$ cat src/hw/rtl/prhst_pkg.sv
// Shared types and constants for the RAW hazard stall tracker.
package prhst_pkg;

  // Pipeline geometry
  localparam int NUM_STAGES       = 8;
  localparam int DECODE_STAGE     = 2;
  localparam int FIRST_EXEC_STAGE = 3;

  // Field widths
  localparam int REG_W  = 5;
  localparam int SEL_W  = 3;
  localparam int CTR_W  = 32;
  localparam int CNT_W  = 4;
  localparam int BUB_W  = 3;

  localparam logic [CTR_W-1:0] CYCLE_RESET = CTR_W'(NUM_STAGES - 1);
  localparam int BUB_MAX = (1 << BUB_W) - 1;

  // Request codes
  typedef enum logic [1:0] {
    REQ_CLOCK = 2'd0,
    REQ_SRC   = 2'd1,
    REQ_DST   = 2'd2,
    REQ_FLUSH = 2'd3
  } req_t;

  // Controller states
  typedef enum logic [1:0] {
    ST_IDLE,
    ST_EXEC,
    ST_LOOP,
    ST_DONE
  } state_t;

  // Controller to datapath commands
  typedef struct packed {
    logic load;
    logic exec;
    logic step;
    logic capture;
  } cmd_t;

  // Datapath to controller status
  typedef struct packed {
    logic loop_done;
  } sts_t;

endpackage

$ cat src/hw/rtl/prhst_ctrl.sv
// Controller state machine: sequences request decode, shift loop and result.
module prhst_ctrl
  import prhst_pkg::*;
(
  input  logic clk,
  input  logic rst_n,
  input  logic start,
  output logic busy,
  output cmd_t cmd,
  input  sts_t sts
);

  state_t state_r, state_nxt;

  // State register
  always_ff @(posedge clk) begin
    if (!rst_n) begin
      state_r <= ST_IDLE;
    end else begin
      state_r <= state_nxt;
    end
  end

  // Next state
  always_comb begin
    state_nxt = state_r;
    unique case (state_r)
      ST_IDLE: begin
        if (start) state_nxt = ST_EXEC;
      end
      ST_EXEC: state_nxt = ST_LOOP;
      ST_LOOP: begin
        if (sts.loop_done) state_nxt = ST_DONE;
      end
      ST_DONE: state_nxt = ST_IDLE;
      default: state_nxt = ST_IDLE;
    endcase
  end

  // Outputs
  always_comb begin
    cmd  = '0;
    busy = 1'b1;
    unique case (state_r)
      ST_IDLE: begin
        busy     = 1'b0;
        cmd.load = start;
      end
      ST_EXEC: cmd.exec = 1'b1;
      ST_LOOP: cmd.step = !sts.loop_done;
      ST_DONE: cmd.capture = 1'b1;
      default: busy = 1'b1;
    endcase
  end

endmodule

$ cat src/hw/rtl/prhst_dp.sv
// Datapath: pipeline slots, scan, shift logic, counters and result registers.
module prhst_dp
  import prhst_pkg::*;
(
  input  logic             clk,
  input  logic             rst_n,
  input  cmd_t             cmd,
  output sts_t             sts,
  input  logic [1:0]       in_req_type,
  input  logic [REG_W-1:0] in_reg_num,
  input  logic [SEL_W-1:0] in_stage_sel,
  input  logic [SEL_W-1:0] in_flush_slots,
  input  logic [SEL_W-1:0] in_query_stage,
  output logic             out_valid,
  output logic [BUB_W-1:0] out_bubbles_inserted,
  output logic             out_hazard_found,
  output logic [CTR_W-1:0] out_cycle_total,
  output logic [CTR_W-1:0] out_flush_total,
  output logic [CTR_W-1:0] out_bubble_total,
  output logic [CTR_W-1:0] out_hazard_count
);

  // Latched request
  req_t             req_r, req_nxt;
  logic [REG_W-1:0] reg_r, reg_nxt;
  logic [SEL_W-1:0] sel_r, sel_nxt;
  logic [SEL_W-1:0] slots_r, slots_nxt;
  logic [SEL_W-1:0] query_r, query_nxt;

  // Pipeline slots
  logic             valid_r [NUM_STAGES];
  logic             valid_nxt [NUM_STAGES];
  logic [REG_W-1:0] tag_r [NUM_STAGES];
  logic [REG_W-1:0] tag_nxt [NUM_STAGES];
  logic [SEL_W-1:0] rdy_r [NUM_STAGES];
  logic [SEL_W-1:0] rdy_nxt [NUM_STAGES];

  // Counters
  logic [CTR_W-1:0] haz_r [NUM_STAGES];
  logic [CTR_W-1:0] haz_nxt [NUM_STAGES];
  logic [CTR_W-1:0] cycle_r, cycle_nxt;
  logic [CTR_W-1:0] flush_r, flush_nxt;
  logic [CTR_W-1:0] bubble_r, bubble_nxt;
  logic [CNT_W-1:0] cnt_r, cnt_nxt;
  logic             found_r, found_nxt;
  logic [BUB_W-1:0] ins_r, ins_nxt;

  // Result registers
  logic             ovalid_r;
  logic [CTR_W-1:0] ohaz_r, ohaz_nxt;
  logic [BUB_W-1:0] oins_r;
  logic             ofound_r;
  logic [CTR_W-1:0] ocycle_r, oflush_r, obubble_r;

  // Shift control
  logic             shift_en;
  logic [SEL_W-1:0] shift_from;
  logic             hit;
  int               need;

  assign sts.loop_done = (cnt_r == '0);

  // Next-state logic for slots and counters
  always_comb begin
    req_nxt    = req_r;
    reg_nxt    = reg_r;
    sel_nxt    = sel_r;
    slots_nxt  = slots_r;
    query_nxt  = query_r;
    valid_nxt  = valid_r;
    tag_nxt    = tag_r;
    rdy_nxt    = rdy_r;
    haz_nxt    = haz_r;
    cycle_nxt  = cycle_r;
    flush_nxt  = flush_r;
    bubble_nxt = bubble_r;
    cnt_nxt    = cnt_r;
    found_nxt  = found_r;
    ins_nxt    = ins_r;
    shift_en   = 1'b0;
    shift_from = '0;
    hit        = 1'b0;
    need       = 0;

    if (cmd.load) begin
      req_nxt   = req_t'(in_req_type);
      reg_nxt   = in_reg_num;
      sel_nxt   = in_stage_sel;
      slots_nxt = in_flush_slots;
      query_nxt = in_query_stage;
      found_nxt = 1'b0;
      ins_nxt   = '0;
      cnt_nxt   = '0;
    end

    // First step of the request
    if (cmd.exec) begin
      unique case (req_r)
        REQ_CLOCK: begin
          cycle_nxt  = cycle_r + 1'b1;
          shift_en   = (int'(sel_r) < NUM_STAGES);
          shift_from = sel_r;
        end
        REQ_SRC: begin
          // youngest matching slot from first execute to before writeback
          for (int j = FIRST_EXEC_STAGE; j < NUM_STAGES - 1; j++) begin
            if (!hit && valid_r[j] && tag_r[j] == reg_r) begin
              hit        = 1'b1;
              haz_nxt[j] = haz_r[j] + 1'b1;
              found_nxt  = 1'b1;
              need = (int'(rdy_r[j]) - j) - (int'(sel_r) - DECODE_STAGE);
              if (need > 0) begin
                cnt_nxt = CNT_W'(need);
                ins_nxt = (need > BUB_MAX) ? BUB_W'(BUB_MAX) : BUB_W'(need);
              end
            end
          end
        end
        REQ_DST: begin
          valid_nxt[DECODE_STAGE] = 1'b1;
          tag_nxt[DECODE_STAGE]   = reg_r;
          rdy_nxt[DECODE_STAGE]   = sel_r;
        end
        REQ_FLUSH: cnt_nxt = CNT_W'(slots_r);
        default: cnt_nxt = '0;
      endcase
    end

    // One bubble or one flushed slot per cycle
    if (cmd.step) begin
      cnt_nxt   = cnt_r - 1'b1;
      cycle_nxt = cycle_r + 1'b1;
      shift_en  = 1'b1;
      if (req_r == REQ_FLUSH) begin
        flush_nxt  = flush_r + 1'b1;
        shift_from = '0;
      end else begin
        bubble_nxt = bubble_r + 1'b1;
        shift_from = SEL_W'(FIRST_EXEC_STAGE);
      end
    end

    // Shift slots above the freeze stage and empty the freeze slot
    if (shift_en) begin
      for (int j = NUM_STAGES - 1; j > 0; j--) begin
        if (j > int'(shift_from)) begin
          valid_nxt[j] = valid_r[j-1];
          tag_nxt[j]   = tag_r[j-1];
          rdy_nxt[j]   = rdy_r[j-1];
        end
      end
      for (int j = 0; j < NUM_STAGES; j++) begin
        if (j == int'(shift_from)) begin
          valid_nxt[j] = 1'b0;
          tag_nxt[j]   = '0;
          rdy_nxt[j]   = '0;
        end
      end
    end
  end

  // Hazard counter of the query stage
  always_comb begin
    ohaz_nxt = '0;
    for (int j = 0; j < NUM_STAGES; j++) begin
      if (int'(query_r) == j) ohaz_nxt = haz_r[j];
    end
  end

  // Control state and counters
  always_ff @(posedge clk) begin
    if (!rst_n) begin
      for (int j = 0; j < NUM_STAGES; j++) begin
        valid_r[j] <= 1'b0;
        tag_r[j]   <= '0;
        rdy_r[j]   <= '0;
        haz_r[j]   <= '0;
      end
      cycle_r  <= CYCLE_RESET;
      flush_r  <= '0;
      bubble_r <= '0;
      cnt_r    <= '0;
      found_r  <= 1'b0;
      ins_r    <= '0;
      ovalid_r <= 1'b0;
    end else begin
      valid_r  <= valid_nxt;
      tag_r    <= tag_nxt;
      rdy_r    <= rdy_nxt;
      haz_r    <= haz_nxt;
      cycle_r  <= cycle_nxt;
      flush_r  <= flush_nxt;
      bubble_r <= bubble_nxt;
      cnt_r    <= cnt_nxt;
      found_r  <= found_nxt;
      ins_r    <= ins_nxt;
      ovalid_r <= cmd.capture;
    end
  end

  // Request and result payload
  always_ff @(posedge clk) begin
    req_r   <= req_nxt;
    reg_r   <= reg_nxt;
    sel_r   <= sel_nxt;
    slots_r <= slots_nxt;
    query_r <= query_nxt;
    if (cmd.capture) begin
      oins_r    <= ins_r;
      ofound_r  <= found_r;
      ocycle_r  <= cycle_r;
      oflush_r  <= flush_r;
      obubble_r <= bubble_r;
      ohaz_r    <= ohaz_nxt;
    end
  end

  assign out_valid            = ovalid_r;
  assign out_bubbles_inserted = oins_r;
  assign out_hazard_found     = ofound_r;
  assign out_cycle_total      = ocycle_r;
  assign out_flush_total      = oflush_r;
  assign out_bubble_total     = obubble_r;
  assign out_hazard_count     = ohaz_r;

  // Each loop step consumes one count and advances the cycle counter by one
  a_step_cnt: assert property (@(posedge clk) disable iff (!rst_n)
    cmd.step |=> cnt_r == $past(cnt_r) - 1'b1)
    else $error("loop count did not decrement on step");

  a_step_cycle: assert property (@(posedge clk) disable iff (!rst_n)
    cmd.step |=> cycle_r == $past(cycle_r) + 1'b1)
    else $error("cycle counter did not advance on step");

  a_no_step_empty: assert property (@(posedge clk) disable iff (!rst_n)
    cmd.step |-> cnt_r != '0)
    else $error("shift step with empty loop count");

  a_bubble_src: assert property (@(posedge clk) disable iff (!rst_n)
    (cmd.capture && ins_r != '0) |-> (found_r && req_r == REQ_SRC))
    else $error("bubbles reported without a source hazard");

endmodule

$ cat src/hw/rtl/pipeline_raw_hazard_stall_tracker.sv
// Top level of the RAW hazard stall tracker: controller plus datapath.
//
// Usage: a request item is taken at a rising edge where start is high and
// busy is low. in_req_type selects clock advance, source read, destination
// write or flush; in_reg_num, in_stage_sel, in_flush_slots and
// in_query_stage qualify it. Exactly one result item follows each request:
// out_valid is high for one cycle with the bubble count, hazard flag, the
// running cycle, flush and bubble totals and the hazard count of the
// queried stage. The receiver cannot stall, so results are never held.
// The shift loop moves the pipe one slot per cycle, one bubble (source
// read, at most 6 here) or one flushed slot (flush, at most 7) per step;
// other requests have no loop steps. An item keeps busy high until its
// result is out: busy drops in the cycle the result appears and a new
// item may be taken then.
// Reset (synchronous, rst_n low) empties every slot, clears the hazard,
// flush and bubble counters and sets the cycle counter to the pipeline
// fill cost of NUM_STAGES - 1.
module pipeline_raw_hazard_stall_tracker
  import prhst_pkg::*;
(
  input  logic             clk,
  input  logic             rst_n,
  input  logic             start,
  output logic             busy,
  input  logic [1:0]       in_req_type,
  input  logic [REG_W-1:0] in_reg_num,
  input  logic [SEL_W-1:0] in_stage_sel,
  input  logic [SEL_W-1:0] in_flush_slots,
  input  logic [SEL_W-1:0] in_query_stage,
  output logic             out_valid,
  output logic [BUB_W-1:0] out_bubbles_inserted,
  output logic             out_hazard_found,
  output logic [CTR_W-1:0] out_cycle_total,
  output logic [CTR_W-1:0] out_flush_total,
  output logic [CTR_W-1:0] out_bubble_total,
  output logic [CTR_W-1:0] out_hazard_count
);

  cmd_t cmd;
  sts_t sts;

  // Sequencer
  prhst_ctrl u_ctrl (
    .clk   (clk),
    .rst_n (rst_n),
    .start (start),
    .busy  (busy),
    .cmd   (cmd),
    .sts   (sts)
  );

  // Slots, counters and result registers
  prhst_dp u_dp (
    .clk                  (clk),
    .rst_n                (rst_n),
    .cmd                  (cmd),
    .sts                  (sts),
    .in_req_type          (in_req_type),
    .in_reg_num           (in_reg_num),
    .in_stage_sel         (in_stage_sel),
    .in_flush_slots       (in_flush_slots),
    .in_query_stage       (in_query_stage),
    .out_valid            (out_valid),
    .out_bubbles_inserted (out_bubbles_inserted),
    .out_hazard_found     (out_hazard_found),
    .out_cycle_total      (out_cycle_total),
    .out_flush_total      (out_flush_total),
    .out_bubble_total     (out_bubble_total),
    .out_hazard_count     (out_hazard_count)
  );

  // A result only appears once the item's work is finished
  a_result_idle: assert property (@(posedge clk) disable iff (!rst_n)
    out_valid |-> !busy)
    else $error("result strobe while still busy");

endmodule
$ cat config.mk
export PLATFORM = sky130hd
export DESIGN_NAME = pipeline_raw_hazard_stall_tracker
export DESIGN_NICKNAME = d
export VERILOG_FILES = /design/src/hw/rtl/prhst_pkg.sv /design/src/hw/rtl/prhst_ctrl.sv /design/src/hw/rtl/prhst_dp.sv /design/src/hw/rtl/pipeline_raw_hazard_stall_tracker.sv
export SDC_FILE = /design/constraint.sdc
export NUM_CORES = 1
export LEC_CHECK = 0
export BUFFER_PORTS_ARGS = -buffer_cell sky130_fd_sc_hd__buf_4
export CORE_MARGIN = 1.5
export CORE_UTILIZATION = 33
export CTS_CLUSTER_SIZE = 25
export DETAILED_ROUTE_END_ITERATION = 10
export PLACE_DENSITY = 0.56
export SYNTH_ARGS = -nofsm -noshare
export SYNTH_HDL_FRONTEND = slang
export SYNTH_SLANG_ARGS = --single-unit
$ cat constraint.sdc
create_clock -name clk -period 11.2 [get_ports clk]
set_input_delay 0.56 -clock clk [delete_from_list [all_inputs] [get_ports clk]]
set_output_delay 0.56 -clock clk [all_outputs]
set_load 0.01 [all_outputs]
==> summary.txt <==
Clock network
  • # resized after CTS: 0
  • CTS sink cnt: between 400 and 500
  • CTS Buffer Depth: 3
  • TritonCTS Buffers: 46
  • Root buf cell: clkbuf_16
  • Post-CTS Setup Bufs: 0
  • Post-CTS Hold Fix Bufs: 0
  • Skew-Pair Late Insertion Delay: ~0.59 ns
  • H-Tree Depth: 2
  • CTS tree: done
  • Worst-path clk slew: 0.06 ns

Route
  • Vias per cell: approximately 5.1
  • Drt initial violations: 962
  • Routed WL per cell: between 15 and 20 um
  • Routed wire length: just under 50000 um
  • Antenna Nets Post-Route: 0
  • DRC Markers: 0
  • Vias: between 10000 and 15000
  • Total iterations of the first detailed-routing run: 5

Worst setup path
  • Critical path depth: 14
  • Crit Path Max Fanout: 24
  • CP cell instances: inv_1, ha_1, buf_4, inv_1, ha_1, a21o_1, fa_1, nand4b_1, or4b_1, a2111oi_1, nor2_1, a311oi_1, o311ai_0, a32o_1
  • FF-to-FF End: u_dp.cnt_r[0]
  • CP Capture Type: flip-flop
  • Delay-heaviest family, CP: compound AO/OA/AOI/OAI gates
  • CP max stage delay: approximately 0.66 ns
  • Worst-case reg-to-reg path depth: 14
  • Crit path to: u_dp.cnt_r[0]
  • Buf/Inv on CP: 3
  • Worst endpoint required time: between 10 and 15 ns
  • Crit path from: u_dp.sel_r[1]
  • Crit path launch type: flip-flop
  • Worst r2r src: u_dp.sel_r[1]
  • WS Path Type: flip-flop to flip-flop
  • Worst path slowest cell: a2111oi_1
  • R2R Setup Slk: about 6 ns
  • CP arrival: 5.64 ns

Yosys
  • Synth Cell Area: 0.0195 mm2
  • Count of cell types in the netlist: 76
  • Post-synth EDFFs: about 150
  • Yosys warns: 0
  • Post-Syn Instances: between 1500 and 2000
  • #FFs+latches synth: roughly 430
  • Post-synth ARST share: 0%
  • Avg Cell Area, Syn: slightly above 10 um2
  • Primary FF master, synth: dfxtp_1
  • Net Count, Synth: between 2000 and 2500
  • Post-synthesis sequential area ratio: about half

Timing
  • RSZ-0062 raised after global routing: no
  • Min Tclk post-route: ~5.2 ns
  • Crit share post-route: 46.2%
  • Clk_skew: 0.0282 ns
  • Final slew viol count: 0
  • Max Freq: slightly below 0.2 GHz
  • Worst-Margin Slew: roughly 1.1 ns
  • Final Hold Fails: 0
  • Slew headroom: between 20% and 30%
  • # setup viols final: 0
  • Final setup TNS: 0 ns

Power and ir drop
  • Static leakage: 0.00814 uW
  • Worst ir drop on vdd: between 0.1 and 0.15 mV
  • PwrDens: 170 mW/mm2

Global route
  • Gr ovfl total: 0
  • Total track usage: around 16%
  • Number of global-route vias before repair: 14100
  • First-pass GRT wire length: between 70000 and 80000 um
  • Initial antenna violation count: 1
  • Largest net degree at the start of global routing: around 110

Place
  • Placer Congestion: between 0.8 and 0.9
  • DP Wirelength: 34800 um
  • Placed cell area: 0.0214 mm2
  • Buffers on Ports: roughly 150

Run status
  • Outcome: finished, final reports clean

Finish
  • Diodes inserted: 0
  • Share of layout cells above drive strength 1: about an eighth
  • Nets: 2143
  • FF/Latch Area: about 0.01 mm2
  • Post-route cell area: ~0.023 mm2
  • Core Util, Final: slightly below 40%
  • Multi-input combinational cell area: between 0.008 and 0.009 mm2
  • Fill cells: between 5000 and 6000
  • P&R area growth vs syn: 17.3%

Floorplan
  • Die area: around 0.061 mm2
  • Die Ht: between 200 and 250 um
  • Starting Density: approximately a third
  • Core area: 0.0580 mm2
  • I/O pin cnt: roughly 150
  • Die width: between 200 and 250 um
  • FP Rows: just under 90

Run
  • Max-Cap Viols: 0

Min path
  • HP Class: input port to flip-flop
[cell families (layout without fill, tap and decap cells)]
| family | count (synthesis) | after routing | share of synthesized area [%] |
|---|---|---|---|
| AOI/OAI and AO/OA | 315 | 315 | 10.3 |
| xor gates and xnor gates | 183 | 183 | 8.21 |
| adders and majority gates | 61 | 61 | 4.99 |
| buffers and inverters | 146 | 307 | 2.94 |
| DFF | 428 | 428 | 51.5 |
| muxes | 47 | 47 | 2.41 |
| and+or+nand+nor | 760 | 760 | 19.7 |
[worst min-delay path by stage]
stage,start,end,slack (ns),cells after the start
after floorplan,u_dp.ins_r[0],u_dp.out_bubbles_inserted[0],0.40,0
after global placement,u_dp.found_r,u_dp.out_hazard_found,0.43,0
after detailed placement,u_dp.found_r,u_dp.out_hazard_found,0.44,0
after CTS,in_req_type[1],u_dp.req_r[1],0.11,1
after global routing,in_reg_num[4],u_dp.reg_r[4],0.13,1
final,in_req_type[1],u_dp.req_r[1],0.15,1
[Yosys cell counts (9+ instances only)]
cell / n / share of area, %
ha_1: 33 / 2.1
and2_1: 31 / 0.99
nor2_1: 229 / 4.4
fa_1: 28 / 2.9
dfxtp_1: 280 / 29
nor2b_1: 11 / 0.35
edfxtp_1: 148 / 23
clkbuf_1: 71 / 1.4
a21oi_1: 77 / 2.0
nor4_1: 13 / 0.42
and4_1: 24 / 1.1
o21ai_0: 107 / 2.7
nand4_1: 56 / 1.8
xnor2_1: 77 / 3.5
nand3_1: 71 / 1.8
nand2_1: 163 / 3.1
xor2_1: 106 / 4.8
a22o_1: 34 / 1.5
inv_1: 59 / 1.1
mux2i_1: 47 / 2.4
or3_1: 57 / 1.8
a22oi_1: 37 / 1.4
nor3_1: 18 / 0.46
and3_1: 38 / 1.2
or4_1: 9 / 0.35
[area by class of cell]
| class | count | share of cell area [%] |
|---|---|---|
| Sequential cell | 428 | 43.9 |
| Multi-Input combinational cell | 1366 | 38.9 |
| Clock buffer | 58 | 5.54 |
| Timing Repair Buffer | 162 | 5.31 |
| Tap cell | 765 | 4.18 |
| Clock inverter | 28 | 1.13 |
| Inverter | 59 | 0.990 |
[sequential cells by signal (all words and copies together) (netlist names), 3 cells and up]
register / count
u_dp.out_bubble_total: 32
u_dp.out_hazard_count: 32
u_dp.haz_r: 128
u_dp.ins_r: 3
u_dp.out_flush_total: 32
u_dp.out_bubbles_inserted: 3
u_dp.cycle_r: 32
u_dp.slots_r: 3
u_dp.bubble_r: 32
u_dp.sel_r: 3
u_dp.rdy_r: 15
u_dp.cnt_r: 4
u_dp.tag_r: 25
u_dp.query_r: 3
u_dp.valid_r: 5
u_dp.out_cycle_total: 32
u_dp.reg_r: 5
u_dp.flush_r: 32
[per-stage QoR]
step / hold WS, ns / cells / setup slack [ns] / total power, uW
2_1_floorplan: 0.400 / 1940 / 5.79 / 2160
3_3_place_gp: 0.433 / 2780 / 6.23 / 2390
3_5_place_dp: 0.440 / 2780 / 6.08 / 2400
4_1_cts: 0.113 / 2866 / 6.05 / 3940
5_1_grt: 0.126 / 2866 / 5.67 / 4060
6_report: 0.151 / 2866 / 6.03 / 3890
[routing by layer]
metal / routed length [um] / part of all wire (%) / vias up / GRT usage (%)
li1: - / - / 7158 / -
met1: 22900 / 47 / 7116 / 21.9
met2: 22900 / 47 / 302 / 25.9
met3: 2000 / 4.1 / 76 / 2.40
met4: 1230 / 2.5 / 0 / 5.12
met5: 0 / 0 / - / 0
[report_power, final]
part	total [uW]	switching, uW	leakage (uW)	internal [uW]
registers	1770	55.7	0.00363	1710
logic	594	383	0.00376	210
clock network	1530	635	0.000751	897
total	3890	1070	0.00814	2820
[cells in the final DEF (no fill, tap or decap), drive strengths merged, types with 47 or more instances in the layout]
cell    instances
a21oi          77
xor2          106
nand3          71
nand2         163
o21ai         108
xnor2          77
nor2          229
edfxtp        148
inv            62
nand4          57
mux2i          47
dfxtp         280
buf           162
clkbuf         58
or3            57
No activity file was read; power rests on OpenSTA's default activity.
